**config.mk**
```make
export PLATFORM = sky130hd
export DESIGN_NAME = clbp_sample
export DESIGN_NICKNAME = d
export VERILOG_FILES = /design/src/rtl/clbp_pkg.sv /design/src/rtl/clbp_sample.sv
export SDC_FILE = /design/constraint.sdc
export NUM_CORES = 1
export LEC_CHECK = 0
export ABC_AREA = 0
export BUFFER_PORTS_ARGS = -buffer_cell sky130_fd_sc_hd__buf_2
export CAP_MARGIN = 40
export CORE_AREA = 2 2 173 141
export DETAILED_ROUTE_END_ITERATION = 16
export DIE_AREA = 0 0 175 143
export GPL_ROUTABILITY_DRIVEN = 0
export GPL_TIMING_DRIVEN = 0
export PLACE_DENSITY = 0.78
export SYNTH_ARGS = -nofsm -noshare
export SYNTH_HDL_FRONTEND = slang
export SYNTH_SLANG_ARGS = --single-unit
export TNS_END_PERCENT = 10
```
**constraint.sdc**
```tcl
create_clock -name clk -period 8.8 [get_ports clk]
set_input_delay 0.44 -clock clk [delete_from_list [all_inputs] [get_ports clk]]
set_output_delay 0.44 -clock clk [all_outputs]
set_load 0.01 [all_outputs]
```
**src/rtl/clbp_pkg.sv**
```systemverilog
// Shared types, constants and sampling tables for the circular LBP block.
`timescale 1ns / 1ps

package clbp_pkg;

	localparam int PIX_W       = 8;
	localparam int MAX_WIDTH   = 1024;
	localparam int COL_W       = 10;
	localparam int ROW_W       = 12;
	localparam int STORE_ROWS  = 2;
	localparam int SPAN        = 3;
	localparam int WIN_SIZE    = SPAN * SPAN;
	localparam int CENTRE_IDX  = WIN_SIZE / 2;
	localparam int NEIGHBORS   = 8;
	localparam int TAPS        = 4;
	localparam int TAP_IDX_W   = 4;
	localparam int WGT_FRAC    = 8;
	localparam int WGT_W       = WGT_FRAC + 1;
	localparam int SAMPLE_W    = PIX_W + WGT_FRAC;
	localparam int SUM_W       = SAMPLE_W + 2;
	localparam int CODE_W      = 8;
	localparam int CFG_W       = 13;
	localparam int CFG_IDX_W   = 1;
	localparam int IMG_W_REG_W = 11;
	localparam int IMG_H_REG_W = 13;

	// Row and column limits are kept as "last index" values.
	localparam logic [COL_W-1:0] COL_LAST_MIN = COL_W'(SPAN - 1);
	localparam logic [COL_W-1:0] COL_LAST_MAX = COL_W'(MAX_WIDTH - 1);
	localparam logic [COL_W-1:0] COL_LAST_RST = COL_W'(639);
	localparam logic [ROW_W-1:0] ROW_LAST_MIN = ROW_W'(2);
	localparam logic [ROW_W-1:0] ROW_LAST_MAX = ROW_W'(4095);
	localparam logic [ROW_W-1:0] ROW_LAST_RST = ROW_W'(479);
	localparam logic [IMG_W_REG_W-1:0] IMG_W_MIN = IMG_W_REG_W'(SPAN);
	localparam logic [IMG_W_REG_W-1:0] IMG_W_MAX = IMG_W_REG_W'(MAX_WIDTH);
	localparam logic [IMG_H_REG_W-1:0] IMG_H_MIN = IMG_H_REG_W'(SPAN);
	localparam logic [IMG_H_REG_W-1:0] IMG_H_MAX = IMG_H_REG_W'(4096);

	typedef enum logic [CFG_IDX_W-1:0] {
		REG_IMAGE_WIDTH  = 1'b0,
		REG_IMAGE_HEIGHT = 1'b1
	} cfg_reg_t;

	typedef logic [PIX_W-1:0] pix_t;
	typedef logic [WIN_SIZE-1:0][PIX_W-1:0] win_t;

	typedef struct packed {
		logic last_row;
		logic last_frame;
	} tag_t;

	// Window index (row-major, top row oldest) of the four pixels around each
	// sample point, in the order floor/floor, floor/ceil, ceil/floor, ceil/ceil.
	localparam logic [TAP_IDX_W-1:0] TAP_IDX [NEIGHBORS][TAPS] = '{
		'{4'd7, 4'd7, 4'd7, 4'd7},
		'{4'd3, 4'd4, 4'd6, 4'd7},
		'{4'd3, 4'd3, 4'd3, 4'd3},
		'{4'd0, 4'd1, 4'd3, 4'd4},
		'{4'd1, 4'd1, 4'd1, 4'd1},
		'{4'd1, 4'd2, 4'd4, 4'd5},
		'{4'd5, 4'd5, 4'd5, 4'd5},
		'{4'd4, 4'd5, 4'd7, 4'd8}
	};

	// Bilinear weights with eight fraction bits; each row sums to one.
	localparam logic [WGT_W-1:0] TAP_WGT [NEIGHBORS][TAPS] = '{
		'{9'd256, 9'd0,   9'd0,   9'd0  },
		'{9'd53,  9'd22,  9'd128, 9'd53 },
		'{9'd256, 9'd0,   9'd0,   9'd0  },
		'{9'd128, 9'd53,  9'd53,  9'd22 },
		'{9'd256, 9'd0,   9'd0,   9'd0  },
		'{9'd53,  9'd128, 9'd22,  9'd53 },
		'{9'd256, 9'd0,   9'd0,   9'd0  },
		'{9'd22,  9'd53,  9'd53,  9'd128}
	};

endpackage

```
**src/rtl/clbp_sample.sv**
```systemverilog
// Bilinear sample sums and the code compare, with the output register.
`timescale 1ns / 1ps

module clbp_sample (
	input  logic                        clk,
	input  logic                        arst_n,
	input  logic                        win_valid,
	output logic                        win_ready,
	input  clbp_pkg::win_t              win,
	input  clbp_pkg::tag_t              win_tag,
	output logic                        out_valid,
	input  logic                        out_ready,
	output logic [clbp_pkg::CODE_W-1:0] out_code,
	output logic                        out_last_row,
	output logic                        out_last_frame
);

	import clbp_pkg::*;

	logic                valid_s3;
	logic [SAMPLE_W-1:0] sum_s3 [NEIGHBORS];
	pix_t                centre_s3;
	tag_t                tag_s3;

	logic                out_valid_q;
	logic [CODE_W-1:0]   code_q;
	tag_t                tag_q;

	logic                out_free;
	logic                s3_free;
	logic [SAMPLE_W-1:0] sum_d [NEIGHBORS];
	logic [CODE_W-1:0]   code_d;
	logic [SAMPLE_W-1:0] centre_scaled;

	assign out_free  = !out_valid_q || out_ready;
	assign s3_free   = !valid_s3 || out_free;
	assign win_ready = s3_free;

	always_comb begin
		logic [SUM_W-1:0] acc;
		for (int n = 0; n < NEIGHBORS; n++) begin
			acc = '0;
			for (int t = 0; t < TAPS; t++) begin
				acc = acc + SUM_W'(TAP_WGT[n][t]) * SUM_W'(win[TAP_IDX[n][t]]);
			end
			sum_d[n] = acc[SAMPLE_W-1:0];
		end
	end

	always_ff @(posedge clk or negedge arst_n) begin
		if (!arst_n) begin
			valid_s3 <= 1'b0;
		end else if (s3_free) begin
			valid_s3 <= win_valid;
		end
	end

	always_ff @(posedge clk) begin
		if (s3_free && win_valid) begin
			sum_s3    <= sum_d;
			centre_s3 <= win[CENTRE_IDX];
			tag_s3    <= win_tag;
		end
	end

	// A bit is set when the sample is at least the centre, both at weight scale.
	assign centre_scaled = {centre_s3, {WGT_FRAC{1'b0}}};

	always_comb begin
		code_d = '0;
		for (int n = 0; n < NEIGHBORS; n++) begin
			code_d[n] = (sum_s3[n] >= centre_scaled);
		end
	end

	always_ff @(posedge clk or negedge arst_n) begin
		if (!arst_n) begin
			out_valid_q <= 1'b0;
		end else if (out_free) begin
			out_valid_q <= valid_s3;
		end
	end

	always_ff @(posedge clk) begin
		if (out_free && valid_s3) begin
			code_q <= code_d;
			tag_q  <= tag_s3;
		end
	end

	assign out_valid      = out_valid_q;
	assign out_code       = code_q;
	assign out_last_row   = tag_q.last_row;
	assign out_last_frame = tag_q.last_frame;

	a_frame_ends_row: assert property (@(posedge clk) disable iff (!arst_n)
		(out_valid_q && tag_q.last_frame) |-> tag_q.last_row)
		else $error("end of frame flagged on a code that does not end a row");

endmodule

```
# After elaboration in Yosys (flattened, before gate mapping)
# Cells that the tools add are included.
# W data, S select, Z words.
totals:
  wordCells: 47
  regBits: 118
  in_bits: 78
op_classes:
  multipliers: 5
  n_reduce_logical: 6
  add_sub_neg: 12
  order_cmp: 8
ops:
  columns: ["operator", "n"]
  rows:
  - ["$ge A16 B16 Y1", 8]
  - ["$mul A6 B8 Y14 const A", 4]
  - ["$add A16 B14 Y16", 3]
  - ["$add A15 B14 Y16", 2]
  - ["$add A16 B13 Y16", 2]
  - ["$add A14 B15 Y16", 1]
  - ["$add A15 B15 Y16", 1]
  - ["$add A16 B15 Y16", 1]
  - ["$add A13 B14 Y15", 1]
  - ["$add A14 B13 Y15", 1]
  - ["$mul A4 B8 Y12 const A", 1]
  - ["$logic_and A1 B1 Y1", 2]
  - ["$logic_not A1 Y1", 2]
  - ["$logic_or A1 B1 Y1", 2]

# Depth between registers and ports, before layout
# Gate-level depths: netlist of run 1.
logic_depth:
  depth_word: 4
  depth_mapped: 23

# Worst setup path after synthesis of run 1
# OpenSTA, ideal clock, no wires.
synth_timing:
  path_kind: "in2reg"
  start: "in win[9] (netlist name)"
  end: "reg sum_s3[47] (netlist name), data pin"
  setup_time_ns: 0.265
  path_slack_ns: 3.154
  path_buffers: 0
  t_required_ns: 8.535
  arrival_time_ns: 5.380
  stages: 23
  cell_sequence: "ha_1 inv_1 fa_1 fa_1 inv_1 ha_1 a21o_1 a21oi_1 o21ai_1 or2_2 xnor2_1 inv_1 fa_1 inv_1 fa_1 inv_1 ha_1 nand2_1 nor2_1 a211oi_1 o31a_1 o21ai_0 xor2_1"
synth_lines:
  columns: ["item", "line_no", "source"]
  rows:
  - ["start, declared", "clbp_sample.sv:9", "input clbp_pkg::win_t win,"]
  - ["end signal, assigned", "clbp_sample.sv:60", "sum_s3 <= sum_d;"]
  - ["end, declared", "clbp_sample.sv:21", "logic [SAMPLE_W-1:0] sum_s3 [NEIGHBORS];"]

==> results of run 1 <==
## synthesized netlist by cell type, drive strengths merged (9+ instances only)
library cell and number:
edfxtp 116, nand2b 24, a21oi 68, o21bai 12, o21a 14, fa 121, nand2 28, xnor2 55
nor3 18, o21ai 63, nor2b 19, a211oi 9, a31oi 10, ha 302, xor2 43, nor2 33
inv 258, a21o 21
## routing by layer
metal | GRT usage (%) | part of all wire, %
met3 | 4.74 | 7.4
met5 | 0 | 0
met1 | 36.0 | 45
met4 | 9.91 | 3.2
met2 | 41.5 | 44
## cell type report
| cell class | instances | area share (%) |
|---|---|---|
| Inverter | 258 | 6.32 |
| Clock buffer | 17 | 2.78 |
| Clock inverter | 15 | 1.01 |
| Multi-Input combinational cell | 907 | 60.9 |
| Timing Repair Buffer | 95 | 3.40 |
| Sequential cell | 118 | 23.1 |
| Tap cell | 312 | 2.55 |
## worst max-delay path, stage by stage
cell,delay [ns]
buf_2,0.18
ha_1,0.31
inv_1,0.06
fa_1,0.52
fa_1,0.56
inv_1,0.04
ha_1,0.33
a21o_1,0.19
a21oi_1,0.22
o21ai_1,0.14
or2_2,0.30
xnor2_1,0.34
inv_1,0.10
fa_1,0.49
inv_1,0.06
fa_1,0.53
inv_1,0.04
ha_1,0.36
nand2_1,0.14
nor2_1,0.06
a211oi_1,0.26
o31a_1,0.27
o21ai_0,0.13
xor2_1,0.15
## worst paths after layout
| path | startpoint | end | cells after the start |
|---|---|---|---|
| hold reg to reg | tag_s3[0]$_DFFE_PP_ | out_last_frame$_DFFE_PP_ | 0 |
| min in group asynchronous | arst_n | out_valid$_DFFE_PN0P_ | 2 |
| setup / recovery | win[9] | sum_s3[47]$_DFFE_PP_ | 24 |
| setup reg to reg | centre_s3[2]$_DFFE_PP_ | out_code[5]$_DFFE_PP_ | 8 |
| hold / removal | win_tag[1] | tag_s3[1]$_DFFE_PP_ | 1 |
| max in group asynchronous | arst_n | valid_s3$_DFFE_PN0N_ | 2 |
## kinds of logic after synthesis
| group | after synthesis |
|---|---|
| adder cells (fa/ha/maj) | 423 |
| AO/OA/AOI/OAI | 230 |
| buffers and inverters | 258 |
| flip-flops | 118 |
| XOR/XNOR | 98 |
| AND/OR/NAND/NOR | 156 |
## per-stage QoR
stage / cell area, µm² / worst slack [ns] / hold WS (ns) / std cells
final: 15300 / 2.74 / 0.187 / 1722
after CTS: 15300 / 2.76 / 0.179 / 1722
after global placement: 14700 / 2.48 / 0.227 / 1684
after global routing: 15300 / 2.58 / 0.180 / 1722
after floorplan: 13800 / 3.15 / 0.144 / 1283
after detailed placement: 14700 / 2.38 / 0.228 / 1689
## registers in the layout, indices dropped and copies added (netlist names)
register        cells
out_last_row        1
centre_s3           8
out_valid           1
sum_s3             96
out_last_frame      1
tag_s3              2
out_code            8
valid_s3            1
## timing repair
item                                   CTS  global route
endpoints found under the hold margin    2             0
setup endpoints to repair                0             0
hold buffers                             1             0
==> metrics.yaml, run 1 <==
post_drt_wl_per_cell_um: 17.9
slew_headroom_pct: 42.8
die_area_um2: 25000
syn_inst: 1283
synth_fa_ha_area_share_pct: 44.8
insertedDiodeCount: 0
die-height_um: 143
core_area_um2: 23200
synthArstFlopShare_pct: 1.69
synthTopCellsByArea: "ha_1, edfxtp_1, fa_1, inv_1, xnor2_1"
dr.pass1.iters: 7
nNetsFinal: 1898
cts_setup_buffers: 0
synthSimpleGateAreaFrac_pct: 5.87
syn_area_um2: 13800
avgViaCountPerCell: 5.59
fin_crit_sh_pct: 68.9
slew_viol_final: 0
htree_levels: 4
final_antenna_net_count: 0
grt_pass1_wl_um: 49400
clock_sinks: 118
ys.flop_type: "edfxtp_1"
start_kind: "input pin"
yosysTopAreaCellShare_pct: 27.3
end_kind: "flop"
hold_viol: 0
seq_area_um2: 3530
mostFrequentLayoutCells: "ha_1, inv_1, fa_1"
synth-compound-area-share_pct: 10.6
vias: 9633
synthXorXnorAreaFrac_pct: 6.20
cts_tree: "done"
ys_types: 50
synth_area_leader_cell: "ha_1"
skew_ns: 0.0135
multi_input_area_um2: 9340
grt_setup_unrepaired: "false"
avgSynthCellArea_um2: 10.8
maxCapViolCount: 0
overflow: 0
cts-resized-gates: 0
ys_ff_latch: 118
dieWidth_um: 175
drive_gt1_share_pct: 9.79
status: "finished clean"
synth-edff-count: 116
cts_buffers: 17
critPathArrivalTime_ns: 6.24
path_max_fanout: 6
synth_mux_area_share_pct: 0
period_minus_slack_ns: 6.06
cts_max_path_buffers: 2
boundaryPins: 90
dp_hpwl_um: 25000
grt_max_degree: 66
required_ns: 8.98
antenna_found_initial: 0
hold_path.class: "in2reg"
yosysSeqAreaShare_pct: 25.5
critPathKind: "in2reg"
tightest_slew_ns: 0.851
final_util_pct: 66.0
synth_top_family_by_area: "adder cells"
track_usage_pct: 26.2
syn_to_final_growth_pct: 10.8
dr.first_iter.drc_count: 682
ys_warn_count: 0
cts-root-buf: "clkbuf_16"
nFillCells: 1729
finalSetupViolCount: 0
grt_pass1_vias: 9779
clk_latency_ns: 0.44
drc_errors: 0
fmax_mhz: 165
wl_um: 30800
mostFrequentLayoutCell: "ha_1"
place.port_buffers: 89
setup_tns_ns: 0
clk_pin_slew_ns: 0.06
rrSetupSlack_ns: 6.26
syn_nets: 1784
rows: 50
start_util_pct: 59.6
Power of run 1 is left out: the tool's default activity adds up to more than one toggle a clock period on the data nets, which glitch-free logic cannot reach.
==> run 2, diff against run 1 <==
==> constraint.sdc (replaced) <==
create_clock -name clk -period 5.7 [get_ports clk]
set_input_delay 0.285 -clock clk [delete_from_list [all_inputs] [get_ports clk]]
set_output_delay 0.285 -clock clk [all_outputs]
set_load 0.01 [all_outputs]
==> run 2 against run 1 <==
Clock skew is 0.00058 ns lower. Die area stayed put. Non-clock buffer count is 3 higher. Critical path depth is 1 lower. Utilization is 0.46 points higher. Setup slack worse by 2.6 ns. Final area is 0.70% higher. First-iteration DRC count is 18% higher. Sequential share of layout area is 0.16 points lower.
==> metrics.yaml, run 2 (synthesis gave the netlist of run 1 again) <==
vias: 9590  # was 9633
syn_to_final_growth_pct: 11.6  # was 10.8%
mostFrequentLayoutCell: "ha_1"  # unchanged
tightest_slew_ns: 0.856  # was 0.851 ns
slew_viol_final: 0  # unchanged
period_minus_slack_ns: 5.57
finalSetupViolCount: 0  # unchanged
maxCapViolCount: 0  # unchanged
fin_crit_sh_pct: 97.8
dr.pass1.iters: 5  # was 7
largest_reg_flops: 96  # unchanged
htree_levels: 4  # unchanged
final_util_pct: 66.5  # was 66.0%
hold_viol: 0  # unchanged
skew_ns: 0.0129  # was 0.0135 ns
required_ns: 5.88  # was 8.98 ns
clock_sinks: 118  # unchanged
critPathKind: "in2reg"  # unchanged
critPathArrivalTime_ns: 5.75  # was 6.24 ns
final_antenna_net_count: 0  # unchanged
dr.first_iter.drc_count: 806  # was 682
post_dp_cell_area_um2: 14700  # unchanged
insertedDiodeCount: 0  # unchanged
track_usage_pct: 26.2  # about the same
grt_max_degree: 66  # unchanged
fmax_mhz: 179
end_kind: "flop"  # unchanged
start_util_pct: 59.6  # unchanged
cts_buffers: 17  # unchanged
cts_tree: "done"  # unchanged
drc_errors: 0  # unchanged
rows: 50  # unchanged
mostFrequentLayoutCells: "ha_1, inv_1, fa_1"  # unchanged
clk_pin_slew_ns: 0.06  # about the same
cts_max_path_buffers: 2  # unchanged
dieWidth_um: 175  # unchanged
dp_hpwl_um: 25000  # unchanged
post_drt_wl_per_cell_um: 18.0  # was 17.9 µm
nNetsFinal: 1901  # was 1898
start_kind: "input pin"  # unchanged
die_area_um2: 25000  # unchanged
avgViaCountPerCell: 5.56  # was 5.59
clk_latency_ns: 0.44  # about the same
slew_headroom_pct: 42.8  # about the same
boundaryPins: 90  # unchanged
largest_register: "sum_s3"  # unchanged
place.port_buffers: 89  # unchanged
grt_pass1_vias: 9805  # was 9779
die-height_um: 143  # unchanged
drive_gt1_share_pct: 10.8  # was 9.79%
cts-root-buf: "clkbuf_16"  # unchanged
path_max_fanout: 6  # unchanged
core_area_um2: 23200  # unchanged
hold_path.class: "in2reg"  # unchanged
grt_setup_unrepaired: "true"  # was false
status: "finished clean"  # unchanged
grt_pass1_wl_um: 49500  # was 49400 µm
antenna_found_initial: 0  # unchanged
wl_um: 31000  # was 30800 µm
overflow: 0  # unchanged
fin_area_um2: 15400  # was 15300 µm²
-- run 2: timing repair --
action                     in CTS  in global routing
gates resized for setup         4                 10
hold buffers                    1                  0
pin swaps                       0                  1
hold endpoints to repair        2                  0
setup buffers                   1                  2
setup endpoints to repair       2                 10
-- run 2: worst paths after layout --
check / cells after the start / slack, ns / startpoint / to
hold reg to reg: 0 / 0.43 / tag_s3[0]$_DFFE_PP_ / out_last_frame$_DFFE_PP_
setup / recovery: 23 / 0.13 / win[9] / sum_s3[47]$_DFFE_PP_
hold / removal: 1 / 0.03 / win_tag[1] / tag_s3[1]$_DFFE_PP_
min in group asynchronous: 2 / 0.17 / arst_n / out_valid$_DFFE_PN0P_
max in group asynchronous: 2 / 5.44 / arst_n / valid_s3$_DFFE_PN0N_
setup reg to reg: 8 / 3.18 / centre_s3[2]$_DFFE_PP_ / out_code[5]$_DFFE_PP_
-- run 2: stage by stage --
step | setup WS, ns | std cells | hold WS [ns] | TNS, ns
2_1_floorplan | 0.209 | 1283 | -0.0106 | 0
3_3_place_gp | -0.467 | 1684 | 0.0718 | -2.50
3_5_place_dp | -0.563 | 1689 | 0.0727 | -3.36
4_1_cts | 0.0545 | 1723 | 0.0240 | 0
5_1_grt | -0.0600 | 1725 | 0.0247 | -0.0600
6_report | 0.127 | 1725 | 0.0302 | 0
-- run 2: routing by layer --
metal / global-route usage (%) / vias to the layer above / part of all wire, %
met5: 0 / - / 0
met4: 9.87 / 0 / 3.2
met3: 4.47 / 57 / 7.0
met2: 41.7 / 320 / 44
met1: 36.3 / 4572 / 45
li1: - / 4641 / -
-- run 2: critical path, cell delays in order --
cell and delay [ns]:
buf_2 0.17, ha_1 0.31, inv_1 0.06, fa_1 0.53, fa_1 0.56, inv_1 0.05, ha_1 0.33, a21o_1 0.20
a21oi_2 0.17, o21ai_1 0.12, o41ai_2 0.30, xor2_2 0.34, inv_1 0.11, fa_1 0.49, inv_1 0.05, fa_1 0.53
inv_1 0.04, ha_1 0.35, a21o_1 0.19, a21o_1 0.17, a21oi_1 0.13, o21ai_0 0.11, xor2_1 0.15
-- run 2: cell type report --
| class | instances | area, µm² |
|---|---|---|
| multi-input cells | 907 | 9420 |
| clock inverters | 15 | 155 |
| flip-flops and latches | 118 | 3530 |
| inverters | 258 | 968 |
| fillers | 1706 | 7770 |
| repair buffers | 98 | 543 |
| clock buffers | 17 | 425 |
| well taps | 312 | 390 |
Power of run 2 is left out for the same reason.
